<file path="config.mk">
export PLATFORM = sky130hd
export DESIGN_NAME = ray_ground_classifier_unit_flat
export DESIGN_NICKNAME = d
export VERILOG_FILES = /design/src/rgc_pkg.sv /design/src/rgc_point_if.sv /design/src/rgc_result_if.sv /design/src/rgc_judge.sv /design/src/ray_ground_classifier_unit.sv /design/src/flat_wrapper.sv
export SDC_FILE = /design/constraint.sdc
export NUM_CORES = 2
export LEC_CHECK = 0
export ABC_CLOCK_PERIOD_IN_PS = 29700
export BUFFER_PORTS_ARGS = -buffer_cell sky130_fd_sc_hd__buf_2
export CAP_MARGIN = 20
export CORE_AREA = 8 8 302 304
export CTS_CLUSTER_SIZE = 24
export DETAILED_ROUTE_END_ITERATION = 8
export DIE_AREA = 0 0 310 312
export MAX_ROUTING_LAYER = met4
export PLACE_DENSITY_LB_ADDON = 0.05
export SLEW_MARGIN = 20
export SYNTH_ARGS = -nofsm -noshare
export SYNTH_HDL_FRONTEND = slang
export SYNTH_SLANG_ARGS = --single-unit
</file>
<file path="constraint.sdc">
create_clock -name clk -period 29.7 [get_ports clk]
set_input_delay 4.455 -clock clk [delete_from_list [all_inputs] [get_ports clk]]
set_output_delay 4.455 -clock clk [all_outputs]
set_load 0.005 [all_outputs]
</file>
<file path="src/rgc_pkg.sv">
// ----------------------------------------------------------------------------
// rgc_pkg: shared types and constants of the ray ground classifier
// Field widths, configuration register indexes and reset values, and the
// structs that carry configuration and per-ray state between modules.
// ----------------------------------------------------------------------------
package rgc_pkg;

  localparam int RADIUS_W    = 18;
  localparam int HEIGHT_W    = 16;
  localparam int CFG_W       = 16;
  localparam int CFG_INDEX_W = 3;
  localparam int SLOPE_FRAC  = 14;
  localparam int PROD_W      = CFG_W + RADIUS_W;
  localparam int MAG_W       = PROD_W - SLOPE_FRAC;
  localparam int WIDE_W      = MAG_W + 3;

  localparam logic [CFG_INDEX_W-1:0] CFG_LOCAL_SLOPE   = 3'd0;
  localparam logic [CFG_INDEX_W-1:0] CFG_GENERAL_SLOPE = 3'd1;
  localparam logic [CFG_INDEX_W-1:0] CFG_CONCENTRIC    = 3'd2;
  localparam logic [CFG_INDEX_W-1:0] CFG_MIN_HEIGHT    = 3'd3;
  localparam logic [CFG_INDEX_W-1:0] CFG_RECLASS       = 3'd4;

  localparam logic [CFG_W-1:0] RST_LOCAL_SLOPE   = 16'd1433;
  localparam logic [CFG_W-1:0] RST_GENERAL_SLOPE = 16'd859;
  localparam logic [CFG_W-1:0] RST_CONCENTRIC    = 16'd10;
  localparam logic [CFG_W-1:0] RST_MIN_HEIGHT    = 16'd50;
  localparam logic [CFG_W-1:0] RST_RECLASS       = 16'd200;

  typedef struct packed {
    logic [CFG_W-1:0] local_slope;
    logic [CFG_W-1:0] general_slope;
    logic [CFG_W-1:0] concentric;
    logic [CFG_W-1:0] min_height;
    logic [CFG_W-1:0] reclass;
  } cfg_t;

  typedef struct packed {
    logic [RADIUS_W-1:0]        radius;
    logic signed [HEIGHT_W-1:0] height;
    logic                       ground;
  } ray_state_t;

endpackage

</file>
<file path="src/rgc_point_if.sv">
// ----------------------------------------------------------------------------
// rgc_point_if: point request channel
// Valid/ready channel carrying one lidar point per request.
// ----------------------------------------------------------------------------
interface rgc_point_if #(
  parameter int TAG_BITS = 32
);
  logic                                valid;
  logic                                ready;
  logic [rgc_pkg::RADIUS_W-1:0]        radius;
  logic signed [rgc_pkg::HEIGHT_W-1:0] height;
  logic                                ray_start;
  logic [TAG_BITS-1:0]                 point_tag;

  modport source (output valid, output radius, output height, output ray_start,
                  output point_tag, input ready);
  modport sink (input valid, input radius, input height, input ray_start,
                input point_tag, output ready);
endinterface

</file>
<file path="src/rgc_result_if.sv">
// ----------------------------------------------------------------------------
// rgc_result_if: classification result channel
// Valid/ready channel carrying one ground decision per request.
// ----------------------------------------------------------------------------
interface rgc_result_if #(
  parameter int TAG_BITS = 32
);
  logic                valid;
  logic                ready;
  logic                is_ground;
  logic [TAG_BITS-1:0] tag_out;

  modport source (output valid, output is_ground, output tag_out, input ready);
  modport sink (input valid, input is_ground, input tag_out, output ready);
endinterface

</file>
<file path="src/rgc_judge.sv">
// ----------------------------------------------------------------------------
// rgc_judge: ground decision for one point
// Forms the local and general height thresholds from the slope ratios and
// judges the point against the previous point of its ray.
// ----------------------------------------------------------------------------
module rgc_judge (
  input  rgc_pkg::cfg_t                       cfg,
  input  rgc_pkg::ray_state_t                 prev,
  input  logic [rgc_pkg::RADIUS_W-1:0]        radius,
  input  logic signed [rgc_pkg::HEIGHT_W-1:0] height,
  input  logic                                ray_start,
  output logic                                ground
);
  localparam int RW = rgc_pkg::RADIUS_W;
  localparam int HW = rgc_pkg::HEIGHT_W;
  localparam int PW = rgc_pkg::PROD_W;
  localparam int MW = rgc_pkg::MAG_W;
  localparam int WW = rgc_pkg::WIDE_W;
  localparam int FR = rgc_pkg::SLOPE_FRAC;
  localparam int CW = rgc_pkg::CFG_W;

  logic [RW-1:0]        base_radius;
  logic signed [HW-1:0] base_height;
  logic                 base_ground;
  logic signed [RW:0]   delta;
  logic [RW-1:0]        delta_mag;
  logic [PW-1:0]        loc_prod;
  logic [PW-1:0]        gen_prod;
  logic signed [MW:0]   loc_raw;
  logic signed [MW:0]   loc;
  logic signed [RW:0]   concentric_w;
  logic signed [RW:0]   reclass_w;
  logic signed [MW:0]   min_w;
  logic signed [WW-1:0] h_w;
  logic signed [WW-1:0] lh_w;
  logic signed [WW-1:0] loc_w;
  logic signed [WW-1:0] gen_w;
  logic signed [WW-1:0] upper;
  logic signed [WW-1:0] lower;
  logic                 in_band;
  logic                 in_cone;
  logic                 reclass_ok;

  always_comb begin
    base_radius = ray_start ? '0 : prev.radius;
    base_height = ray_start ? '0 : prev.height;
    base_ground = ray_start ? 1'b0 : prev.ground;

    delta     = $signed({1'b0, radius}) - $signed({1'b0, base_radius});
    delta_mag = delta[RW] ? RW'(-delta) : delta[RW-1:0];

    loc_prod = PW'(cfg.local_slope) * PW'(delta_mag);
    gen_prod = PW'(cfg.general_slope) * PW'(radius);

    loc_raw = delta[RW] ? -$signed({1'b0, loc_prod[PW-1:FR]})
                        : $signed({1'b0, loc_prod[PW-1:FR]});

    concentric_w = $signed({{(RW+1-CW){1'b0}}, cfg.concentric});
    reclass_w    = $signed({{(RW+1-CW){1'b0}}, cfg.reclass});
    min_w        = $signed({{(MW+1-CW){1'b0}}, cfg.min_height});

    loc = (delta > concentric_w && loc_raw < min_w) ? min_w : loc_raw;

    h_w   = {{(WW-HW){height[HW-1]}}, height};
    lh_w  = {{(WW-HW){base_height[HW-1]}}, base_height};
    loc_w = {{(WW-MW-1){loc[MW]}}, loc};
    gen_w = $signed({{(WW-MW){1'b0}}, gen_prod[PW-1:FR]});

    upper = lh_w + loc_w;
    lower = lh_w - loc_w;

    in_band    = (h_w <= upper) && (h_w >= lower);
    in_cone    = (h_w <= gen_w) && (h_w >= -gen_w);
    reclass_ok = (delta > reclass_w) && (h_w <= loc_w) && (h_w >= -loc_w);

    ground = in_band ? (base_ground || in_cone) : reclass_ok;
  end

endmodule

</file>
<file path="src/ray_ground_classifier_unit.sv">
// ----------------------------------------------------------------------------
// ray_ground_classifier_unit: per-ray lidar ground classifier
// Judges each point of a radius-sorted ray as ground or not ground.
// ----------------------------------------------------------------------------
// Usage:
//   point  : valid/ready request channel, one point per request (radius,
//            height, ray_start, point_tag). Points of a ray arrive in order.
//   result : valid/ready channel, one request per point (is_ground, tag_out)
//            in point order.
//   cfg_we/cfg_index/cfg_data: register write port, write only while idle.
// From point acceptance to the earliest result acceptance, a point passes
// the input register, where the decision is formed by one multiply per
// threshold and the compares, and then the result register.
// Throughput is one point per cycle while the receiver does not stall; the
// previous-point state is updated as a point moves into the result
// register, so the next point sees it at once.
// When the receiver stalls, the result register holds, the input register
// holds or fills, and point.ready stays low while both are full.
// Reset clears both stages, the previous-point state and the registers to
// their defaults; no clearing pass is needed.
// ----------------------------------------------------------------------------
module ray_ground_classifier_unit #(
  parameter int TAG_BITS = 32
) (
  input  logic                               clk,
  input  logic                               rst,
  input  logic                               cfg_we,
  input  logic [rgc_pkg::CFG_INDEX_W-1:0]    cfg_index,
  input  logic [rgc_pkg::CFG_W-1:0]          cfg_data,
  rgc_point_if.sink                          point,
  rgc_result_if.source                       result
);

  rgc_pkg::cfg_t       cfg;
  rgc_pkg::ray_state_t state;

  logic                                s1_valid;
  logic [rgc_pkg::RADIUS_W-1:0]        s1_radius;
  logic signed [rgc_pkg::HEIGHT_W-1:0] s1_height;
  logic                                s1_ray_start;
  logic [TAG_BITS-1:0]                 s1_tag;
  logic                                s1_move;
  logic                                s1_ground;

  logic                res_valid;
  logic                res_ground;
  logic [TAG_BITS-1:0] res_tag;

  always_ff @(posedge clk) begin
    if (rst) begin
      cfg.local_slope   <= rgc_pkg::RST_LOCAL_SLOPE;
      cfg.general_slope <= rgc_pkg::RST_GENERAL_SLOPE;
      cfg.concentric    <= rgc_pkg::RST_CONCENTRIC;
      cfg.min_height    <= rgc_pkg::RST_MIN_HEIGHT;
      cfg.reclass       <= rgc_pkg::RST_RECLASS;
    end else if (cfg_we) begin
      case (cfg_index)
        rgc_pkg::CFG_LOCAL_SLOPE:   cfg.local_slope   <= cfg_data;
        rgc_pkg::CFG_GENERAL_SLOPE: cfg.general_slope <= cfg_data;
        rgc_pkg::CFG_CONCENTRIC:    cfg.concentric    <= cfg_data;
        rgc_pkg::CFG_MIN_HEIGHT:    cfg.min_height    <= cfg_data;
        rgc_pkg::CFG_RECLASS:       cfg.reclass       <= cfg_data;
        default: ;
      endcase
    end
  end

  assign s1_move     = s1_valid && (!res_valid || result.ready);
  assign point.ready = !s1_valid || s1_move;

  always_ff @(posedge clk) begin
    if (rst) begin
      s1_valid <= 1'b0;
    end else if (point.ready) begin
      s1_valid <= point.valid;
    end
  end

  always_ff @(posedge clk) begin
    if (point.valid && point.ready) begin
      s1_radius    <= point.radius;
      s1_height    <= point.height;
      s1_ray_start <= point.ray_start;
      s1_tag       <= point.point_tag;
    end
  end

  rgc_judge u_judge (
    .cfg       (cfg),
    .prev      (state),
    .radius    (s1_radius),
    .height    (s1_height),
    .ray_start (s1_ray_start),
    .ground    (s1_ground)
  );

  // advance the previous-point state as the point leaves the input register
  always_ff @(posedge clk) begin
    if (rst) begin
      state <= '0;
    end else if (s1_move) begin
      state.radius <= s1_radius;
      state.height <= s1_height;
      state.ground <= s1_ground;
    end
  end

  always_ff @(posedge clk) begin
    if (rst) begin
      res_valid <= 1'b0;
    end else if (s1_move) begin
      res_valid <= 1'b1;
    end else if (result.ready) begin
      res_valid <= 1'b0;
    end
  end

  always_ff @(posedge clk) begin
    if (s1_move) begin
      res_ground <= s1_ground;
      res_tag    <= s1_tag;
    end
  end

  assign result.valid     = res_valid;
  assign result.is_ground = res_ground;
  assign result.tag_out   = res_tag;

`ifndef ASSERT_OFF
  a_reset_empty: assert property (@(posedge clk) rst |=> !res_valid && !s1_valid)
    else $error("pipeline not empty after reset");

  a_stall_hold: assert property (@(posedge clk) disable iff (rst)
    (s1_valid && res_valid && !result.ready) |=> (s1_valid && $stable(s1_tag)))
    else $error("input register lost a point during a result stall");

  a_state_update: assert property (@(posedge clk) disable iff (rst)
    s1_move |=> (state.radius == $past(s1_radius)) && (res_ground == state.ground))
    else $error("previous-point state does not match the delivered point");
`endif

endmodule
</file>
<file path="src/flat_wrapper.sv">
// flat-port wrapper written by rule: the top's interface ports become plain ports
module ray_ground_classifier_unit_flat 
#(
  parameter int TAG_BITS = 32
)
  (clk, rst, cfg_we, cfg_index, cfg_data, point_valid, point_radius, point_height, point_ray_start, point_point_tag, point_ready, result_valid, result_is_ground, result_tag_out, result_ready);
  rgc_point_if #(.TAG_BITS(TAG_BITS)) point_i ();
  rgc_result_if #(.TAG_BITS(TAG_BITS)) result_i ();
  input  logic clk;
  input  logic rst;
  input  logic cfg_we;
  input  logic [rgc_pkg::CFG_INDEX_W-1:0] cfg_index;
  input  logic [rgc_pkg::CFG_W-1:0] cfg_data;
  input wire logic [$bits(point_i.valid)-1:0] point_valid;
  input wire logic [$bits(point_i.radius)-1:0] point_radius;
  input wire logic [$bits(point_i.height)-1:0] point_height;
  input wire logic [$bits(point_i.ray_start)-1:0] point_ray_start;
  input wire logic [$bits(point_i.point_tag)-1:0] point_point_tag;
  output wire logic [$bits(point_i.ready)-1:0] point_ready;
  output wire logic [$bits(result_i.valid)-1:0] result_valid;
  output wire logic [$bits(result_i.is_ground)-1:0] result_is_ground;
  output wire logic [$bits(result_i.tag_out)-1:0] result_tag_out;
  input wire logic [$bits(result_i.ready)-1:0] result_ready;
  assign point_i.valid = point_valid;
  assign point_i.radius = point_radius;
  assign point_i.height = point_height;
  assign point_i.ray_start = point_ray_start;
  assign point_i.point_tag = point_point_tag;
  assign point_ready = point_i.ready;
  assign result_valid = result_i.valid;
  assign result_is_ground = result_i.is_ground;
  assign result_tag_out = result_i.tag_out;
  assign result_i.ready = result_ready;
  ray_ground_classifier_unit #(.TAG_BITS(TAG_BITS)) u_core (.clk(clk), .rst(rst), .cfg_we(cfg_we), .cfg_index(cfg_index), .cfg_data(cfg_data), .point(point_i), .result(result_i));
endmodule
</file>
=== Yosys cells after proc, flatten, opt, wreduce, memory -nomap -nowiden ===
Cells that the tools add are included.

* Logic and storage cells: 66
* Bits of input ports: 91
* Register bits: 217

* $add $sub $neg: 7
* Reductions and logical operators: 19
* Multiplexer cells: 9
* $mul: 2
* Order comparisons: 9
* Eq/ne operators: 4

{| class="wikitable"
|+ Operator list
! operator !! count
|-
| multiplier 16 x 18 -> 34 bit || 2
|-
| >= comparator 16 x 23 -> 1 bit || 2
|-
| less-or-equal comparator 16 x 21 -> 1 bit || 2
|-
| two-way mux 21 bit || 2
|-
| > comparator 19 x 17 -> 1 bit || 2
|-
| two-way mux 18 bit || 2
|-
| negator 20 -> 23 bit || 1
|-
| negator 21 -> 23 bit || 1
|-
| adder 16 x 21 -> 22 bit || 1
|-
| >= comparator 16 x 22 -> 1 bit || 1
|-
| less-or-equal comparator 16 x 22 -> 1 bit || 1
|-
| subtractor 16 x 21 -> 22 bit || 1
|-
| less-than comparator 21 x 17 -> 1 bit || 1
|-
| negator 20 -> 21 bit || 1
|-
| subtractor 18 x 18 -> 19 bit || 1
|-
| negator 18 bit || 1
|-
| two-way mux 16 bit || 1
|-
| AND reduction 2 bit || 5
|-
| logical AND 1 bit || 7
|-
| equality test 3 x 2 -> 1 bit, second input constant || 2
|-
| two-way mux 1 bit || 4
|-
| equality test 3 x 1 -> 1 bit, second input constant || 1
|-
| equality test 3 bit, second input constant || 1
|-
| zero test 3 bit || 1
|-
| other kinds (3) || 6
|}

=== Depth between registers and ports, before layout ===
* Word-level depth: 14
* Depth in mapped cells: 95

=== Cells and area by module ===
A second synthesis with hierarchy kept.

* Cell total of the unflattened synthesis: 4,050
* Area, all modules: 35,551.6 µm²

{| class="wikitable"
|+ Modules (own cells, without submodules)
! module !! seq. area each (µm²) !! area each (µm²) !! instances !! cells an instance
|-
| rgc_judge || 0.0 || 28,103.2 || 1 || 3,443
|-
| ray_ground_classifier_unit || 5,345.1 || 7,448.4 || 1 || 607
|}

=== Worst setup path before layout ===
OpenSTA, ideal clock, no wires.

* Path kind: register -> register
* Start point: register u_core.s1_ray_start
* End point: register u_core.state[0] (netlist bit)
* Data arrival time: 17.585 ns
* Setup time: 0.088 ns
* Cell stages (with the launch flop): 88
* Data required time: 29.612 ns
* Slack: 12.027 ns
* Period minus slack after synthesis: 17.673 ns
* Path through: edfxtp_1 -> clkbuf_1 -> nor2b_1 -> ha_1 -> inv_1 -> fa_1 -> a211oi_2 -> o21ai_1 -> a31o_1 -> nor2_1 -> clkbuf_1 -> clkbuf_1 -> nand2_1 -> xnor2_1 -> clkbuf_1 -> nand2_1 -> fa_1 -> fa_1 -> [52 not listed] -> nand2b_1 -> a21oi_1 -> o21bai_1 -> a21oi_1 -> o21bai_1 -> a21oi_1 -> xnor2_1 -> ha_1 -> nand4_1 -> o2111ai_1 -> o21ai_0 -> o2bb2ai_1 -> nand4_1 -> or4_1 -> a211oi_1 -> o31ai_1 -> mux2_4 -> a311oi_2

* Word-level cells in the longest chain between the ends: 14
* Elaborated cells on any way between the ends: 26

{| class="wikitable"
|+ Ends and longest elaborated chain
! element !! RTL line !! text
|-
| from (decl) || ray_ground_classifier_unit.sv:40 || <nowiki>logic s1_ray_start;</nowiki>
|-
| from (signal assigned) || ray_ground_classifier_unit.sv:83 || <nowiki>s1_ray_start <= point.ray_start;</nowiki>
|-
| two-way mux 18 bit || rgc_judge.sv:45 || <nowiki>base_radius = ray_start ? '0 : prev.radius;</nowiki>
|-
| subtractor 18 x 18 -> 19 bit || rgc_judge.sv:49 || <nowiki>delta = $signed({1'b0, radius}) - $signed({1'b0, base_radius});</nowiki>
|-
| negator 18 bit || rgc_judge.sv:50 || <nowiki>delta_mag = delta[RW] ? RW'(-delta) : delta[RW-1:0];</nowiki>
|-
| two-way mux 18 bit || rgc_judge.sv:50 ||
|-
| multiplier 16 x 18 -> 34 bit || rgc_judge.sv:52 || <nowiki>loc_prod = PW'(cfg.local_slope) * PW'(delta_mag);</nowiki>
|-
| negator 20 -> 21 bit || rgc_judge.sv:55 || <nowiki>loc_raw = delta[RW] ? -$signed({1'b0, loc_prod[PW-1:FR]})</nowiki>
|-
| two-way mux 21 bit || rgc_judge.sv:55 ||
|-
| less-than comparator 21 x 17 -> 1 bit || rgc_judge.sv:62 || <nowiki>loc = (delta > concentric_w && loc_raw < min_w) ? min_w : loc_raw;</nowiki>
|-
| logical AND 1 bit || rgc_judge.sv:62 ||
|-
| two-way mux 21 bit || rgc_judge.sv:62 ||
|-
| negator 21 -> 23 bit, or another cell as far along || rgc_judge.sv:74 || <nowiki>reclass_ok = (delta > reclass_w) && (h_w <= loc_w) && (h_w >= -loc_w);</nowiki>
|-
| >= comparator 16 x 23 -> 1 bit, or another cell as far along || rgc_judge.sv:74 ||
|-
| logical AND 1 bit, on equally long branches || rgc_judge.sv:74, rgc_judge.sv:72 ||
|-
| two-way mux 1 bit * || rgc_judge.sv:76 || <nowiki>ground = in_band ? (base_ground || in_cone) : reclass_ok;</nowiki>
|-
| to (decl) || ray_ground_classifier_unit.sv:35 || <nowiki>rgc_pkg::ray_state_t state;</nowiki>
|}

Mark *: on every way between the ends. The rest lies on a longest branch, timed or not.
A chain may end at the register's enable or synchronous reset.

=== Final worst setup path ===
* Start point: register u_core.s1_radius[0] (netlist bit)
* End point: register u_core.state[0] (netlist bit)

* Word-level cells in the longest chain between the ends: 13
* Elaborated cells on any way between the ends: 28

{| class="wikitable"
|+ Ends and longest elaborated chain
! element !! RTL line !! text
|-
| from (decl) || ray_ground_classifier_unit.sv:38 || <nowiki>logic [rgc_pkg::RADIUS_W-1:0] s1_radius;</nowiki>
|-
| from (signal assigned) || ray_ground_classifier_unit.sv:81 || <nowiki>s1_radius <= point.radius;</nowiki>
|-
| subtractor 18 x 18 -> 19 bit || rgc_judge.sv:49 ||
|-
| negator 18 bit || rgc_judge.sv:50 ||
|-
| two-way mux 18 bit || rgc_judge.sv:50 ||
|-
| multiplier 16 x 18 -> 34 bit || rgc_judge.sv:52 ||
|-
| negator 20 -> 21 bit || rgc_judge.sv:55 ||
|-
| two-way mux 21 bit || rgc_judge.sv:55 ||
|-
| less-than comparator 21 x 17 -> 1 bit || rgc_judge.sv:62 ||
|-
| logical AND 1 bit || rgc_judge.sv:62 ||
|-
| two-way mux 21 bit || rgc_judge.sv:62 ||
|-
| negator 21 -> 23 bit, or another cell as far along || rgc_judge.sv:74 ||
|-
| >= comparator 16 x 23 -> 1 bit, or another cell as far along || rgc_judge.sv:74 ||
|-
| logical AND 1 bit, on equally long branches || rgc_judge.sv:74, rgc_judge.sv:72 ||
|-
| two-way mux 1 bit * || rgc_judge.sv:76 ||
|}

Marks and branches as above.

==> impl_metrics.json <==
{
  "start_kind": "register",
  "drive_above_1_share": 0.0699,
  "initial_core_util": 0.408,
  "crit_type": "reg2reg",
  "post-dp-hpwl_um": 82000,
  "synth_edf_count": 100,
  "dpl_cell_area_um2": 37000,
  "grt_pass1_wl_um": 165000,
  "synth_commonest_cells": "nand2_1 (639), inv_1 (618), fa_1 (445)",
  "wl_per_cell_um": 19.6,
  "ys.warnings.count": 0,
  "hold_viol": 0,
  "dieArea_um2": 96700,
  "crit_path_top_delay_cell": "edfxtp_1",
  "whs_endpoint": "u_core.result.tag_out[21]$_DFFE_PP_",
  "drc": 0,
  "h-tree-depth": 1,
  "synthFlopType": "dfxtp_1",
  "areaGrowthSynthToFinish_pct": 7.78,
  "clkSinkCount": 217,
  "root_buffer": "clkbuf_16",
  "antenna_found_initial": 9,
  "drt_iter0_drc": 1539,
  "synth_most_common_cell": "nand2_1",
  "final.fill_count": 8793,
  "die-width_um": 310,
  "cts.path.max_buffers": 3,
  "relSlewSlack": 0.252,
  "skew_ns": 0.0172,
  "drv_cap": 0,
  "globalplace.congestion": 0.939,
  "ff_latch_area_um2": 5350,
  "maxSlewViolCount": 0,
  "worstPathRequired_ns": 30.17,
  "r2r_end": "u_core.state[0]$_SDFFE_PP0P_",
  "setup_tns_ns": 0,
  "outcome": "complete, no violations",
  "crit_path_max_incr_delay_ns": 0.70,
  "finalNetCount": 5060,
  "ys_ff_latch": 217,
  "synthDistinctLibCells": 104,
  "worstPathMaxFanout": 30,
  "first_pass_iters": 5,
  "grt_max_degree": 99,
  "setup_violations": 0,
  "critPathArrivalTime_ns": 20.46,
  "cpMostUsedCell": "a21oi_1",
  "yosysTopAreaCell": "fa_1",
  "grt.total_usage": 0.221,
  "vias_per_cell": 5.20,
  "clock_latency_ns": 0.55,
  "grt_pass1_vias": 28000,
  "period_minus_slack_ns": 19.99,
  "cts_buffers": 25,
  "async_reset_ff_frac": 0,
  "overflow": 0,
  "hp-class": "reg2reg",
  "min_path_cells": 0,
  "clkTransAtPathRegs_ns": 0.07,
  "cts_hold_repair.buffers": 0,
  "die_h_um": 312,
  "postCtsSetupBuffers": 0,
  "synth_seq_area_share": 0.152,
  "synth_area_um2": 35200,
  "syn_avg_cell_area_um2": 8.70,
  "endpoint_kind": "register",
  "hold_start": "u_core.s1_tag[21]$_DFFE_PP_",
  "multi_input_area_um2": 26900,
  "syn_nets": 5020,
  "ios": 126,
  "worst_pin_slew_ns": 1.12,
  "final_cell_area_um2": 37900,
  "rsz0062_at_grt": "false",
  "post_cts_resized": 0,
  "r2r_start": "u_core.s1_radius[0]$_DFFE_PP_",
  "drt-total-wl_um": 103000,
  "reg2reg_depth": 80,
  "synth_top_area_frac": 0.253,
  "rows": 108,
  "synth_top_cells_by_area": "fa_1 (25%), ha_1 (16%), edfxtp_1 (8.5%), nand2_1 (6.8%), dfxtp_1 (6.7%)",
  "ant_nets": 0,
  "fin_crit_sh": 0.673,
  "io_buffers": 125,
  "clock.fmax_ghz": 0.0500,
  "cts_tree": "yes",
  "rrSetupSlack_ns": 9.71,
  "core_area_um2": 86200,
  "num_vias": 27400,
  "synthCells": 4046
}
-- worst max path at each step --
stage                                        from                           end  cells past startpoint
finish              u_core.s1_radius[0]$_DFFE_PP_  u_core.state[0]$_SDFFE_PP0P_                     80
global route        u_core.s1_radius[0]$_DFFE_PP_  u_core.state[0]$_SDFFE_PP0P_                     80
CTS                 u_core.s1_radius[0]$_DFFE_PP_  u_core.state[0]$_SDFFE_PP0P_                     80
detailed placement  u_core.s1_radius[0]$_DFFE_PP_  u_core.state[0]$_SDFFE_PP0P_                     80
global placement    u_core.s1_radius[0]$_DFFE_PP_  u_core.state[0]$_SDFFE_PP0P_                     80
floorplan           u_core.s1_ray_start$_DFFE_PP_  u_core.state[0]$_SDFFE_PP0P_                     87
-- registers in the layout, summed over array words and instances (netlist names) --
register	cells
u_core.cfg	80
u_core.state	35
u_core.result.tag_out	32
u_core.s1_tag	32
u_core.s1_radius	18
u_core.s1_height	16
u_core.result.is_ground	1
u_core.result.valid	1
u_core.s1_ray_start	1
u_core.s1_valid	1
-- critical path, delay by kind of cell, from the launching register on --
family	cells	cell delay, ns
AO/OA/AOI/OAI	37	6.88
adder cells (fa/ha/maj)	13	5.42
AND/OR/NAND/NOR	18	4.53
multiplexers	2	0.83
buffers and inverters	8	0.81
XOR/XNOR	2	0.75
flip-flops	1	0.70
-- stage by stage --
step	util	setup WS, ns	instances	hold slack [ns]
after global routing	0.440	8.02	5266	0.423
after floorplan	-	12.03	4046	0.400
after global placement	0.429	10.09	5214	0.401
final	0.440	9.71	5269	0.419
after detailed placement	0.429	9.74	5214	0.405
after CTS	0.440	9.68	5259	0.420
-- cell type report --
cell class,instances,area share
Antenna cell,10,0.000660
Clock inverter,14,0.00518
Timing Repair Buffer,175,0.0265
Inverter,619,0.0613
Sequential cell,217,0.141
Tap cell,1155,0.0381
Clock buffer,31,0.0179
Multi-Input combinational cell,3048,0.710
-- logic make-up after synthesis --
family / count (synthesis) / synth area share
muxes: 22 / 0.00843
xor gates and xnor gates: 163 / 0.0412
AOI/OAI and AO/OA: 612 / 0.114
buffers and inverters: 781 / 0.0844
adders and majority gates: 883 / 0.409
DFF: 217 / 0.152
and+or+nand+nor: 1368 / 0.191
-- layer usage --
metal | vias to the layer above | wire, um | track usage
met5 | - | 0 | -
met4 | 0 | 1710 | 0.0331
met3 | 95 | 5140 | 0.0286
met2 | 569 | 44400 | 0.330
met1 | 13500 | 52000 | 0.325
li1 | 13200 | - | -
-- cell usage in the layout (no fill, tap or decap), types with 8 or more instances in the layout --
cell type  count
or2_2         15
nor2_1       105
or4_1         10
edfxtp_1     100
nor3_1        33
a31oi_1       14
o21a_1        26
a21oi_1      233
xnor2_1      111
dfxtp_1      117
nand4_1       47
mux2i_1       11
buf_2        124
buf_4         51
o31ai_1       12
nor4_1         8
nand3b_1      27
and2_1       260
a21o_1        80
nand2_1      639
diode_2       10
clkbuf_16     25
fa_1         445
nand2b_1      43
a211oi_1      13
o21ai_0       87
o21bai_1      24
o211ai_1      18
ha_1         438
and3_1        22
o21ai_1       14
and4_1        10
inv_1        618
a221oi_1       8
nand3_1       49
xor2_1        45
or3_1         19
nor2b_1       56
Power is left out: the tool's default activity adds up to more than one toggle a clock period on the data nets, which glitch-free logic cannot reach.
